[config.mk]
export PLATFORM = sky130hd
export DESIGN_NAME = tcl_definition_tag_scanner
export DESIGN_NICKNAME = d
export VERILOG_FILES = /design/src/rtl/tdts_pkg.sv /design/src/rtl/tcl_definition_tag_scanner.sv /design/src/rtl/tdts_front.sv /design/src/rtl/tdts_fifo.sv /design/src/rtl/tdts_back.sv
export SDC_FILE = /design/constraint.sdc
export NUM_CORES = 1
export LEC_CHECK = 0
export ABC_AREA = 1
export BUFFER_PORTS_ARGS = -buffer_cell sky130_fd_sc_hd__buf_2
export CAP_MARGIN = 20
export CORE_ASPECT_RATIO = 1.5
export CORE_MARGIN = 2
export CORE_UTILIZATION = 55
export CTS_CLUSTER_DIAMETER = 40
export DETAILED_ROUTE_END_ITERATION = 16
export MAX_ROUTING_LAYER = met4
export PLACE_DENSITY = 0.72
export SLEW_MARGIN = 5
export SYNTH_ARGS = -nofsm -noshare
export SYNTH_HDL_FRONTEND = slang
export SYNTH_SLANG_ARGS = --single-unit
[constraint.sdc]
create_clock -name clock -period 4.2 [get_ports clock]
set_input_delay 0.42 -clock clock [delete_from_list [all_inputs] [get_ports clock]]
set_output_delay 0.42 -clock clock [all_outputs]
set_load 0.01 [all_outputs]
[src/rtl/tdts_pkg.sv]
`timescale 1ns / 1ps
// Shared types, constants and keyword tables of the Tcl definition tag scanner.
// Used by every module in rtl/; depends on nothing.
package tdts_pkg;

   // line counter and output line field
   localparam int LINE_COUNT_BITS = 20;
   localparam int TAG_LINE_BITS   = 20;
   localparam logic [LINE_COUNT_BITS-1:0] LINE_MAX = {LINE_COUNT_BITS{1'b1}};

   // keyword matcher
   localparam int NUM_KW   = 11;
   localparam int POS_BITS = 4;
   localparam logic [POS_BITS-1:0] POS_MAX = {POS_BITS{1'b1}};

   typedef logic [NUM_KW-1:0]   kw_mask_type;
   typedef logic [POS_BITS-1:0] kw_pos_type;
   typedef logic [3:0]          kw_idx_type;

   localparam kw_mask_type ALL_KW_MASK   = 11'h7FF;
   localparam kw_mask_type FIRST_KW_MASK = 11'h2FF;

   localparam kw_idx_type KW_PROC       = 4'd0;
   localparam kw_idx_type KW_CLASS      = 4'd1;
   localparam kw_idx_type KW_ITCL_CLASS = 4'd2;
   localparam kw_idx_type KW_PUBLIC     = 4'd3;
   localparam kw_idx_type KW_PROTECTED  = 4'd4;
   localparam kw_idx_type KW_PRIVATE    = 4'd5;
   localparam kw_idx_type KW_METHOD     = 4'd6;
   localparam kw_idx_type KW_OO_CLASS   = 4'd7;
   localparam kw_idx_type KW_CREATE     = 4'd8;
   localparam kw_idx_type KW_NAMESPACE  = 4'd9;
   localparam kw_idx_type KW_EVAL       = 4'd10;

   // tag kinds
   typedef logic [1:0] tag_kind_type;
   localparam tag_kind_type KIND_CLASS     = 2'd0;
   localparam tag_kind_type KIND_METHOD    = 2'd1;
   localparam tag_kind_type KIND_PROCEDURE = 2'd2;
   localparam tag_kind_type KIND_NAMESPACE = 2'd3;

   // special bytes
   localparam logic [7:0] CHAR_NUL   = 8'd0;
   localparam logic [7:0] CHAR_TAB   = 8'd9;
   localparam logic [7:0] CHAR_NL    = 8'd10;
   localparam logic [7:0] CHAR_CR    = 8'd13;
   localparam logic [7:0] CHAR_SPACE = 8'd32;
   localparam logic [7:0] CHAR_HASH  = 8'd35;

   // one result item
   typedef struct packed {
      logic [7:0]               tag_byte;
      tag_kind_type             tag_kind;
      logic [TAG_LINE_BITS-1:0] tag_line;
      logic                     tag_last;
   } tag_item_type;

   // queue between scanner and output stage
   localparam int FIFO_DEPTH = 4;
   localparam int FIFO_PTR_BITS = $clog2(FIFO_DEPTH);
   localparam int FIFO_CNT_BITS = $clog2(FIFO_DEPTH + 1);

   typedef struct packed {
      logic full;
      logic empty;
   } fifo_stat_type;

   // keyword length
   function automatic kw_pos_type kw_len(input kw_idx_type k);
      kw_pos_type len;
      unique case (k)
         KW_PROC:       len = 4'd4;
         KW_CLASS:      len = 4'd5;
         KW_ITCL_CLASS: len = 4'd11;
         KW_PUBLIC:     len = 4'd6;
         KW_PROTECTED:  len = 4'd9;
         KW_PRIVATE:    len = 4'd7;
         KW_METHOD:     len = 4'd6;
         KW_OO_CLASS:   len = 4'd9;
         KW_CREATE:     len = 4'd6;
         KW_NAMESPACE:  len = 4'd9;
         KW_EVAL:       len = 4'd4;
         default:       len = 4'd0;
      endcase
      return len;
   endfunction

   // keyword byte at a position (text is right aligned in the vector)
   function automatic logic [7:0] kw_char(input kw_idx_type k, input kw_pos_type pos);
      logic [87:0] txt;
      kw_pos_type  len;
      kw_pos_type  sel;
      unique case (k)
         KW_PROC:       txt = 88'("proc");
         KW_CLASS:      txt = 88'("class");
         KW_ITCL_CLASS: txt = 88'("itcl::class");
         KW_PUBLIC:     txt = 88'("public");
         KW_PROTECTED:  txt = 88'("protected");
         KW_PRIVATE:    txt = 88'("private");
         KW_METHOD:     txt = 88'("method");
         KW_OO_CLASS:   txt = 88'("oo::class");
         KW_CREATE:     txt = 88'("create");
         KW_NAMESPACE:  txt = 88'("namespace");
         KW_EVAL:       txt = 88'("eval");
         default:       txt = '0;
      endcase
      len = kw_len(k);
      sel = len - pos - 4'd1;
      return txt[{sel, 3'b000} +: 8];
   endfunction

endpackage

[src/rtl/tcl_definition_tag_scanner.sv]
`timescale 1ns / 1ps
// Tcl definition tag scanner. Takes one script byte per cycle on req_ and
// streams tag name bytes (proc, class, itcl::class, method, public/protected/
// private method, oo::class create, namespace eval) on rsp_, with the tag kind
// on rsp_tuser and the final byte of each name marked by rsp_tlast. A byte is
// taken every cycle while the 4-entry tag queue has room; the next scanner state
// is combinational from the current state and the byte, so a steady 1 byte/cycle
// input rate is sustained as long as the result side keeps draining. Input
// stalls only once the queue has filled behind a stalled result. Each name byte
// is released when the next input byte arrives (to mark the last one); it then
// passes through the tag queue and the result register before it is valid on
// rsp_. Line numbers start at 1 and saturate.
// Depends on tdts_pkg, tdts_front, tdts_fifo, tdts_back.
module tcl_definition_tag_scanner (
   input  logic        clock,
   input  logic        reset,
   input  logic        req_tvalid,
   output logic        req_tready,
   input  logic [7:0]  req_tdata,   // [7:0] byte_in
   output logic        rsp_tvalid,
   input  logic        rsp_tready,
   output logic [31:0] rsp_tdata,   // [7:0] tag_byte, [27:8] tag_line, zero pad
   output logic [1:0]  rsp_tuser,   // [1:0] tag_kind
   output logic        rsp_tlast    // tag_last
);
   import tdts_pkg::*;

   logic          accept;
   logic          push, pop;
   tag_item_type  push_item, pop_item, rsp_item;
   fifo_stat_type stat;

   assign req_tready = !stat.full;
   assign accept     = req_tvalid && req_tready;

   tdts_front u_front (
      .clock     (clock),
      .reset     (reset),
      .accept    (accept),
      .byte_in   (req_tdata),
      .push      (push),
      .push_item (push_item)
   );

   tdts_fifo u_fifo (
      .clock     (clock),
      .reset     (reset),
      .push      (push),
      .push_item (push_item),
      .pop       (pop),
      .pop_item  (pop_item),
      .stat      (stat)
   );

   tdts_back u_back (
      .clock     (clock),
      .reset     (reset),
      .stat      (stat),
      .pop_item  (pop_item),
      .pop       (pop),
      .rsp_valid (rsp_tvalid),
      .rsp_ready (rsp_tready),
      .rsp_item  (rsp_item)
   );

   // pack result fields, lowest first
   assign rsp_tdata = {4'b0000, rsp_item.tag_line, rsp_item.tag_byte};
   assign rsp_tuser = rsp_item.tag_kind;
   assign rsp_tlast = rsp_item.tag_last;

endmodule

[src/rtl/tdts_front.sv]
`timescale 1ns / 1ps
// Scanner front: takes script bytes, tracks line phase and keyword matching,
// and produces tag name bytes one byte late. Depends on tdts_pkg.
module tdts_front (
   input  logic                  clock,
   input  logic                  reset,
   input  logic                  accept,
   input  logic [7:0]            byte_in,
   output logic                  push,
   output tdts_pkg::tag_item_type push_item
);
   import tdts_pkg::*;

   typedef enum logic [2:0] {
      PH_LEAD    = 3'd0,
      PH_FIRST   = 3'd1,
      PH_GAP_KW  = 3'd2,
      PH_KW2     = 3'd3,
      PH_GAP_TAG = 3'd4,
      PH_TAG     = 3'd5,
      PH_SKIP    = 3'd6
   } phase_type;

   phase_type                 phase_ff, phase_in;
   kw_mask_type               cand_ff, cand_in;
   kw_pos_type                pos_ff, pos_in;
   tag_kind_type              kind_ff, kind_in;
   logic [7:0]                held_ff, held_in;
   logic                      hvalid_ff, hvalid_in;
   logic [LINE_COUNT_BITS-1:0] line_ff, line_in;

   logic        is_nl, is_ws, is_nul;
   logic        emit, emit_last;
   kw_mask_type feed_src, feed_cand;
   kw_pos_type  feed_pos, feed_pos_next;
   logic        hit;
   kw_idx_type  hit_idx;

   // byte classes
   assign is_nl  = (byte_in == CHAR_NL);
   assign is_ws  = (byte_in == CHAR_SPACE) || ((byte_in >= CHAR_TAB) && (byte_in <= CHAR_CR));
   assign is_nul = (byte_in == CHAR_NUL);

   // one keyword feed step; a new word starts from position zero
   always_comb begin
      feed_src = (phase_ff == PH_LEAD) ? FIRST_KW_MASK : cand_ff;
      feed_pos = ((phase_ff == PH_LEAD) || (phase_ff == PH_GAP_KW)) ? '0 : pos_ff;
      for (int k = 0; k < NUM_KW; k++) begin
         feed_cand[k] = feed_src[k] && (feed_pos < kw_len(kw_idx_type'(k))) &&
                        (kw_char(kw_idx_type'(k), feed_pos) == byte_in);
      end
      feed_pos_next = (feed_pos == POS_MAX) ? feed_pos : feed_pos + 4'd1;
   end

   // full match of the word so far, lowest keyword first
   always_comb begin
      hit     = 1'b0;
      hit_idx = '0;
      for (int k = NUM_KW - 1; k >= 0; k--) begin
         if (cand_ff[k] && (kw_len(kw_idx_type'(k)) == pos_ff)) begin
            hit     = 1'b1;
            hit_idx = kw_idx_type'(k);
         end
      end
   end

   // next state
   always_comb begin
      phase_in  = phase_ff;
      cand_in   = cand_ff;
      pos_in    = pos_ff;
      kind_in   = kind_ff;
      held_in   = held_ff;
      hvalid_in = hvalid_ff;
      line_in   = line_ff;
      emit      = 1'b0;
      emit_last = 1'b0;

      unique case (phase_ff)
         PH_LEAD: begin
            if (is_nl) begin
               if (line_ff != LINE_MAX) line_in = line_ff + 1'b1;
               phase_in = PH_LEAD;
            end else if (is_ws) begin
               phase_in = PH_LEAD;
            end else if (is_nul || (byte_in == CHAR_HASH)) begin
               phase_in = PH_SKIP;
            end else begin
               cand_in  = feed_cand;
               pos_in   = feed_pos_next;
               phase_in = PH_FIRST;
            end
         end
         PH_FIRST: begin
            if (is_nul) begin
               phase_in = PH_SKIP;
            end else if (!is_ws) begin
               cand_in = feed_cand;
               pos_in  = feed_pos_next;
            end else if (is_nl) begin
               if (line_ff != LINE_MAX) line_in = line_ff + 1'b1;
               phase_in = PH_LEAD;
            end else if (!hit) begin
               phase_in = PH_SKIP;
            end else begin
               // first keyword decides the kind and what follows
               phase_in = PH_GAP_TAG;
               unique case (hit_idx)
                  KW_PROC: kind_in = KIND_PROCEDURE;
                  KW_CLASS, KW_ITCL_CLASS: kind_in = KIND_CLASS;
                  KW_METHOD: kind_in = KIND_METHOD;
                  KW_PUBLIC, KW_PROTECTED, KW_PRIVATE: begin
                     kind_in  = KIND_METHOD;
                     cand_in  = kw_mask_type'(1) << KW_METHOD;
                     phase_in = PH_GAP_KW;
                  end
                  KW_OO_CLASS: begin
                     kind_in  = KIND_CLASS;
                     cand_in  = kw_mask_type'(1) << KW_CREATE;
                     phase_in = PH_GAP_KW;
                  end
                  KW_NAMESPACE: begin
                     kind_in  = KIND_NAMESPACE;
                     cand_in  = kw_mask_type'(1) << KW_EVAL;
                     phase_in = PH_GAP_KW;
                  end
                  default: phase_in = PH_SKIP;
               endcase
            end
         end
         PH_GAP_KW: begin
            if (is_nl) begin
               if (line_ff != LINE_MAX) line_in = line_ff + 1'b1;
               phase_in = PH_LEAD;
            end else if (is_ws) begin
               phase_in = PH_GAP_KW;
            end else if (is_nul) begin
               phase_in = PH_SKIP;
            end else begin
               cand_in  = feed_cand;
               pos_in   = feed_pos_next;
               phase_in = PH_KW2;
            end
         end
         PH_KW2: begin
            if (is_nl) begin
               if (line_ff != LINE_MAX) line_in = line_ff + 1'b1;
               phase_in = PH_LEAD;
            end else if (is_nul) begin
               phase_in = PH_SKIP;
            end else if (is_ws) begin
               phase_in = hit ? PH_GAP_TAG : PH_SKIP;
            end else begin
               cand_in = feed_cand;
               pos_in  = feed_pos_next;
            end
         end
         PH_GAP_TAG: begin
            if (is_nl) begin
               if (line_ff != LINE_MAX) line_in = line_ff + 1'b1;
               phase_in = PH_LEAD;
            end else if (is_ws) begin
               phase_in = PH_GAP_TAG;
            end else if (is_nul) begin
               phase_in = PH_SKIP;
            end else begin
               held_in   = byte_in;
               hvalid_in = 1'b1;
               phase_in  = PH_TAG;
            end
         end
         PH_TAG: begin
            if (!is_ws && !is_nul) begin
               emit      = hvalid_ff;
               held_in   = byte_in;
               hvalid_in = 1'b1;
            end else begin
               emit      = hvalid_ff;
               emit_last = 1'b1;
               hvalid_in = 1'b0;
               if (is_nl) begin
                  if (line_ff != LINE_MAX) line_in = line_ff + 1'b1;
                  phase_in = PH_LEAD;
               end else begin
                  phase_in = PH_SKIP;
               end
            end
         end
         default: begin
            // rest of line ignored
            if (is_nl) begin
               if (line_ff != LINE_MAX) line_in = line_ff + 1'b1;
               phase_in = PH_LEAD;
            end else begin
               phase_in = PH_SKIP;
            end
         end
      endcase
   end

   // emitted item uses the state before this byte
   assign push               = accept && emit;
   assign push_item.tag_byte = held_ff;
   assign push_item.tag_kind = kind_ff;
   assign push_item.tag_line = TAG_LINE_BITS'(line_ff);
   assign push_item.tag_last = emit_last;

   // state registers
   always_ff @(posedge clock) begin
      if (reset) begin
         phase_ff  <= PH_LEAD;
         cand_ff   <= ALL_KW_MASK;
         pos_ff    <= '0;
         kind_ff   <= KIND_CLASS;
         held_ff   <= '0;
         hvalid_ff <= 1'b0;
         line_ff   <= LINE_COUNT_BITS'(1);
      end else if (accept) begin
         phase_ff  <= phase_in;
         cand_ff   <= cand_in;
         pos_ff    <= pos_in;
         kind_ff   <= kind_in;
         held_ff   <= held_in;
         hvalid_ff <= hvalid_in;
         line_ff   <= line_in;
      end
   end

endmodule

[src/rtl/tdts_fifo.sv]
`timescale 1ns / 1ps
// Short queue of tag items between scanner front and output stage.
// Depends on tdts_pkg.
module tdts_fifo (
   input  logic                   clock,
   input  logic                   reset,
   input  logic                   push,
   input  tdts_pkg::tag_item_type push_item,
   input  logic                   pop,
   output tdts_pkg::tag_item_type pop_item,
   output tdts_pkg::fifo_stat_type stat
);
   import tdts_pkg::*;

   tag_item_type             mem_ff [FIFO_DEPTH];
   logic [FIFO_PTR_BITS-1:0] wr_ptr_ff, wr_ptr_in;
   logic [FIFO_PTR_BITS-1:0] rd_ptr_ff, rd_ptr_in;
   logic [FIFO_CNT_BITS-1:0] count_ff, count_in;

   assign stat.full  = (count_ff == FIFO_CNT_BITS'(FIFO_DEPTH));
   assign stat.empty = (count_ff == '0);
   assign pop_item   = mem_ff[rd_ptr_ff];

   // pointer and fill count update
   always_comb begin
      wr_ptr_in = push ? wr_ptr_ff + 1'b1 : wr_ptr_ff;
      rd_ptr_in = pop  ? rd_ptr_ff + 1'b1 : rd_ptr_ff;
      count_in  = count_ff + FIFO_CNT_BITS'(push) - FIFO_CNT_BITS'(pop);
   end

   always_ff @(posedge clock) begin
      if (reset) begin
         wr_ptr_ff <= '0;
         rd_ptr_ff <= '0;
         count_ff  <= '0;
      end else begin
         wr_ptr_ff <= wr_ptr_in;
         rd_ptr_ff <= rd_ptr_in;
         count_ff  <= count_in;
      end
   end

   // storage
   always_ff @(posedge clock) begin
      if (push) mem_ff[wr_ptr_ff] <= push_item;
   end

   // no write into a full queue unless an item is read in the same cycle, no read from an empty one
   a_no_overflow: assert property (@(posedge clock) disable iff (reset)
      stat.full |-> !push || pop)
      else $error("tag queue overflow");

   a_no_underflow: assert property (@(posedge clock) disable iff (reset)
      stat.empty |-> !pop)
      else $error("tag queue underflow");

   a_count_track: assert property (@(posedge clock) disable iff (reset)
      (push && !pop) |=> (count_ff == $past(count_ff) + 1'b1))
      else $error("tag queue count did not advance on push");

   a_ptr_gap: assert property (@(posedge clock) disable iff (reset)
      (wr_ptr_ff - rd_ptr_ff) == FIFO_PTR_BITS'(count_ff))
      else $error("tag queue pointers disagree with count");

endmodule

[src/rtl/tdts_back.sv]
`timescale 1ns / 1ps
// Output stage: pulls tag items from the queue into the result register
// and drives the result stream. Depends on tdts_pkg.
module tdts_back (
   input  logic                    clock,
   input  logic                    reset,
   input  tdts_pkg::fifo_stat_type stat,
   input  tdts_pkg::tag_item_type  pop_item,
   output logic                    pop,
   output logic                    rsp_valid,
   input  logic                    rsp_ready,
   output tdts_pkg::tag_item_type  rsp_item
);
   import tdts_pkg::*;

   logic         valid_ff, valid_in;
   tag_item_type item_ff;

   // load whenever the register is free or being drained
   assign pop      = !stat.empty && (!valid_ff || rsp_ready);
   assign valid_in = pop || (valid_ff && !rsp_ready);

   always_ff @(posedge clock) begin
      if (reset) begin
         valid_ff <= 1'b0;
      end else begin
         valid_ff <= valid_in;
      end
   end

   always_ff @(posedge clock) begin
      if (pop) item_ff <= pop_item;
   end

   assign rsp_valid = valid_ff;
   assign rsp_item  = item_ff;

endmodule
==> flow_metrics.py <==
metrics = {
    "outcome": {
        "outcome": "finished, final reports clean",
    },
    "sta": {
        "timing.slew.headroom_pct": 33.2,
        "rsz0062_at_grt": "false",
        "final.period_utilization_pct": 81.4,
        "final-max-slew-violation-count": 0,
        "fin_worst_skew_ns": 0.0153,
        "layout_min_cycle_time_ns": 3.42,
        "hold_viol": 0,
        "timing.final.ws_setup_ns": 0.783,
        "final.setup.tns_ns": 0,
        "max_freq_mhz": 293,
        "timing_worst_slew_pin_value_ns": 1.00,
        "setup-violations-final": 0,
    },
    "clocking": {
        "post_cts_hold_buffer_count": 0,
        "post_cts.repair.setup_buffers": 0,
        "clkSinkCount": 212,
        "clockRootBuffer": "sky130_fd_sc_hd__clkbuf_16",
        "clock_latency_ns": 0.50,
        "postCtsResizedCells": 0,
        "tritoncts": "yes",
        "cts-htree-levels": 1,
        "worst_setup_hold_path_clk_slew_ns": 0.07,
        "cts_inserted_buffers": 19,
        "cts_buffer_depth": 3,
    },
    "power": {
        "sw_frac_of_total_pct": 38.8,
        "cellInternalPower_mw": 4.40,
        "power_density_nw_per_um2": 585,
        "fin_total_pwr_mw": 7.19,
        "power.share.sequential_pct": 38.0,
        "cellLeakagePower_nw": 4.90,
        "total_switching_power_mw": 2.79,
        "comb_power_share_pct": 38.3,
        "peakVddDrop_mv": 0.340,
        "p_clk_share_pct": 23.7,
    },
    "grt": {
        "vias_in_the_first_global_route": 8833,
        "grt_overflow_total": 0,
        "grt.total_usage_pct": 29.4,
        "grt_pass1_wl_um": 47300,
        "initial_antenna_violation_count": 0,
        "largest_net_degree_at_the_start_of_global_routing": 65,
    },
    "final_layout": {
        "antenna_cells_inserted": 0,
        "finalNetCount": 1360,
        "flow.area_growth_from_synthesis_pct": 9.98,
        "drive_above_1_share_pct": 12.7,
    },
    "critical_path": {
        "critPathArrivalTime_ns": 3.79,
        "ff2ff_setup_slack_ns": 0.78,
        "cp_data_required_time_ns": 4.58,
        "timing.critical_path.to_type": "register",
        "largest_fanout_on_the_critical_path": 12,
        "timing.setup.critical_path_class": "register to register",
        "timing.critical_path.from_type": "register",
    },
    "synthesis": {
        "synth_seq_area_share_pct": 51.8,
        "synth_largest_area_cell": "sky130_fd_sc_hd__edfxtp_1",
        "synth-warning-count": 0,
        "synth.area.top_cells": "sky130_fd_sc_hd__edfxtp_1 (42%), sky130_fd_sc_hd__dfxtp_1 (10%), sky130_fd_sc_hd__nand2_1 (8.8%)",
        "synth-seq-cells": 212,
        "asyncSetResetFlopFracSynth_pct": 0,
        "synth-main-ff-cell": "sky130_fd_sc_hd__edfxtp_1",
        "post_synth.cell_area_avg_um2": 8.78,
        "synthesis.instances": 1275,
        "synth_edf_count": 155,
        "synth_top_area_share_pct": 41.6,
        "syn_area_um2": 11200,
        "post_synth_cell_types": 47,
    },
    "placed_design": {
        "place.gp.congestion": 1.01,
        "pre_cts_slack_ns": 0.821,
        "port_buffers": 44,
        "dp_hpwl_um": 21300,
    },
    "floorplan": {
        "core-area_um2": 19900,
        "design.die.area_um2": 21500,
        "die_width_um": 120,
        "initial_utilization_pct": 56.3,
        "die_height_um": 179,
        "rows": 63,
        "pin_count": 49,
    },
    "routing": {
        "detail-route-antenna-nets": 0,
        "totalWireLength_um": 30400,
        "drt-initial-drc-count": 781,
        "firstDrtPassIters": 6,
        "drt-wirelength-per-cell_um": 19.1,
        "dr_total_vias": 9019,
        "drc": 0,
        "vias_per_cell": 5.68,
    },
    "job": {
        "max-cap-violations": 0,
    },
    "min_path": {
        "worstHoldPathType": "primary input to register",
    },
}
worst paths after layout:
kind | startpoint | end | depth (start not counted)
worst min-delay path | rsp_tready | u_back.rsp_valid | 4
worst min register to register | u_front.held_ff[0] | u_fifo.mem_ff[0][23] | 0
worst max-delay path | u_front.pos_ff[1] | u_front.cand_ff[9] | 16
worst max register to register | u_front.pos_ff[1] | u_front.cand_ff[9] | 16
critical path: stages, from the launching register on:
cell,delay [ns]
sky130_fd_sc_hd__dfxtp_1,0.46
sky130_fd_sc_hd__inv_2,0.11
sky130_fd_sc_hd__nor2_1,0.40
sky130_fd_sc_hd__inv_1,0.35
sky130_fd_sc_hd__ha_1,0.30
sky130_fd_sc_hd__inv_1,0.20
sky130_fd_sc_hd__ha_1,0.40
sky130_fd_sc_hd__nand2_1,0.17
sky130_fd_sc_hd__nand3_1,0.31
sky130_fd_sc_hd__nand2_1,0.14
sky130_fd_sc_hd__nand2_1,0.11
sky130_fd_sc_hd__nand2_1,0.08
sky130_fd_sc_hd__nor2_1,0.04
sky130_fd_sc_hd__nand3b_1,0.08
sky130_fd_sc_hd__nor2_1,0.04
sky130_fd_sc_hd__nand2_1,0.06
sky130_fd_sc_hd__nand3_1,0.06
routing by layer:
layer | track usage, % | up-vias | share of wire, %
met1 | 30.7 | 4202 | 36
met3 | 2.96 | 110 | 4.4
li1 | - | 4411 | -
met4 | 18.3 | 0 | 7.1
met2 | 52.9 | 296 | 52
met5 | - | - | 0
stage by stage:
stage,hold WS [ns],std cells,util (%),cell area [µm²]
floorplan,0.444,1278,-,11200
global placement,0.473,1553,58.8,11700
detailed placement,0.475,1553,58.8,11700
CTS,0.198,1587,61.9,12300
global route,0.283,1588,61.9,12300
finish,0.209,1588,61.9,12300
cell usage in the layout, fill, tap and decap left out, types with 6 or more instances in the layout:
cell type	n
sky130_fd_sc_hd__a21oi_1	50
sky130_fd_sc_hd__buf_2	44
sky130_fd_sc_hd__buf_4	19
sky130_fd_sc_hd__clkbuf_16	20
sky130_fd_sc_hd__dfxtp_1	56
sky130_fd_sc_hd__edfxtp_1	155
sky130_fd_sc_hd__ha_1	32
sky130_fd_sc_hd__inv_1	85
sky130_fd_sc_hd__inv_2	14
sky130_fd_sc_hd__nand2_1	262
sky130_fd_sc_hd__nand2_2	15
sky130_fd_sc_hd__nand3_1	107
sky130_fd_sc_hd__nand3_2	6
sky130_fd_sc_hd__nand4_1	18
sky130_fd_sc_hd__nor2_1	165
sky130_fd_sc_hd__nor2_2	9
sky130_fd_sc_hd__nor2_4	10
sky130_fd_sc_hd__nor3_1	21
sky130_fd_sc_hd__o21ai_0	108
sky130_fd_sc_hd__o22ai_1	35
sky130_fd_sc_hd__xor2_1	29
synthesized netlist by cell type (3+ instances only):
master                       n
sky130_fd_sc_hd__nor3_1     21
sky130_fd_sc_hd__ha_1       32
sky130_fd_sc_hd__nor2_2      6
sky130_fd_sc_hd__nor2_4      8
sky130_fd_sc_hd__xnor2_1     5
sky130_fd_sc_hd__xor2_1     29
sky130_fd_sc_hd__nor4_1      5
sky130_fd_sc_hd__clkbuf_1   30
sky130_fd_sc_hd__buf_2       7
sky130_fd_sc_hd__nor2_1    170
sky130_fd_sc_hd__o22ai_1    35
sky130_fd_sc_hd__nand4_1    18
sky130_fd_sc_hd__inv_1      85
sky130_fd_sc_hd__nand2_2    15
sky130_fd_sc_hd__o21ai_0   108
sky130_fd_sc_hd__o21ai_1     3
sky130_fd_sc_hd__nand3_1   107
sky130_fd_sc_hd__nand2_1   262
sky130_fd_sc_hd__a21oi_1    50
sky130_fd_sc_hd__nand2_4     5
sky130_fd_sc_hd__buf_4       8
sky130_fd_sc_hd__edfxtp_1  155
sky130_fd_sc_hd__inv_2      14
sky130_fd_sc_hd__dfxtp_1    57
sky130_fd_sc_hd__nand3b_1    3
sky130_fd_sc_hd__nand3_2     6
power groups by stage:
stage,logic [mW],registers (mW),clock network [mW]
detailed placement,2.72,2.77,0
finish,2.76,2.73,1.71
global placement,2.68,2.76,0
CTS,2.74,2.73,1.72
floorplan,1.87,2.84,0
global route,3.12,2.76,1.80
cell families (layout without fill, tap and decap cells):
kind of cell / count (synthesis) / after routing / share of synthesized area (%)
AO/OA/AOI/OAI: 206 / 206 / 9.86
XOR/XNOR: 35 / 35 / 2.81
adder cells (fa/ha/maj): 33 / 33 / 3.76
buffers and inverters: 149 / 199 / 5.50
flip-flops: 212 / 212 / 51.8
other: 1 / 4 / 0.0335
AND/OR/NAND/NOR: 639 / 639 / 26.2
layout make-up:
type	instances	area, µm²
clock inverter	9	73.8
fill	1762	7560
sequential	212	5800
clock buffer	25	549
tap	260	325
inverter	102	385
timing repair buffer	63	363
multi-input combinational	917	4810
state kept, by name (all words and copies together) (netlist names), 3 cells and up:
signal,flops
u_back.rsp_item,31
u_fifo.count_ff,3
u_fifo.mem_ff,124
u_front.cand_ff,11
u_front.held_ff,8
u_front.line_ff,20
u_front.phase_ff,3
u_front.pos_ff,4
No activity file was read; power rests on OpenSTA's default activity.
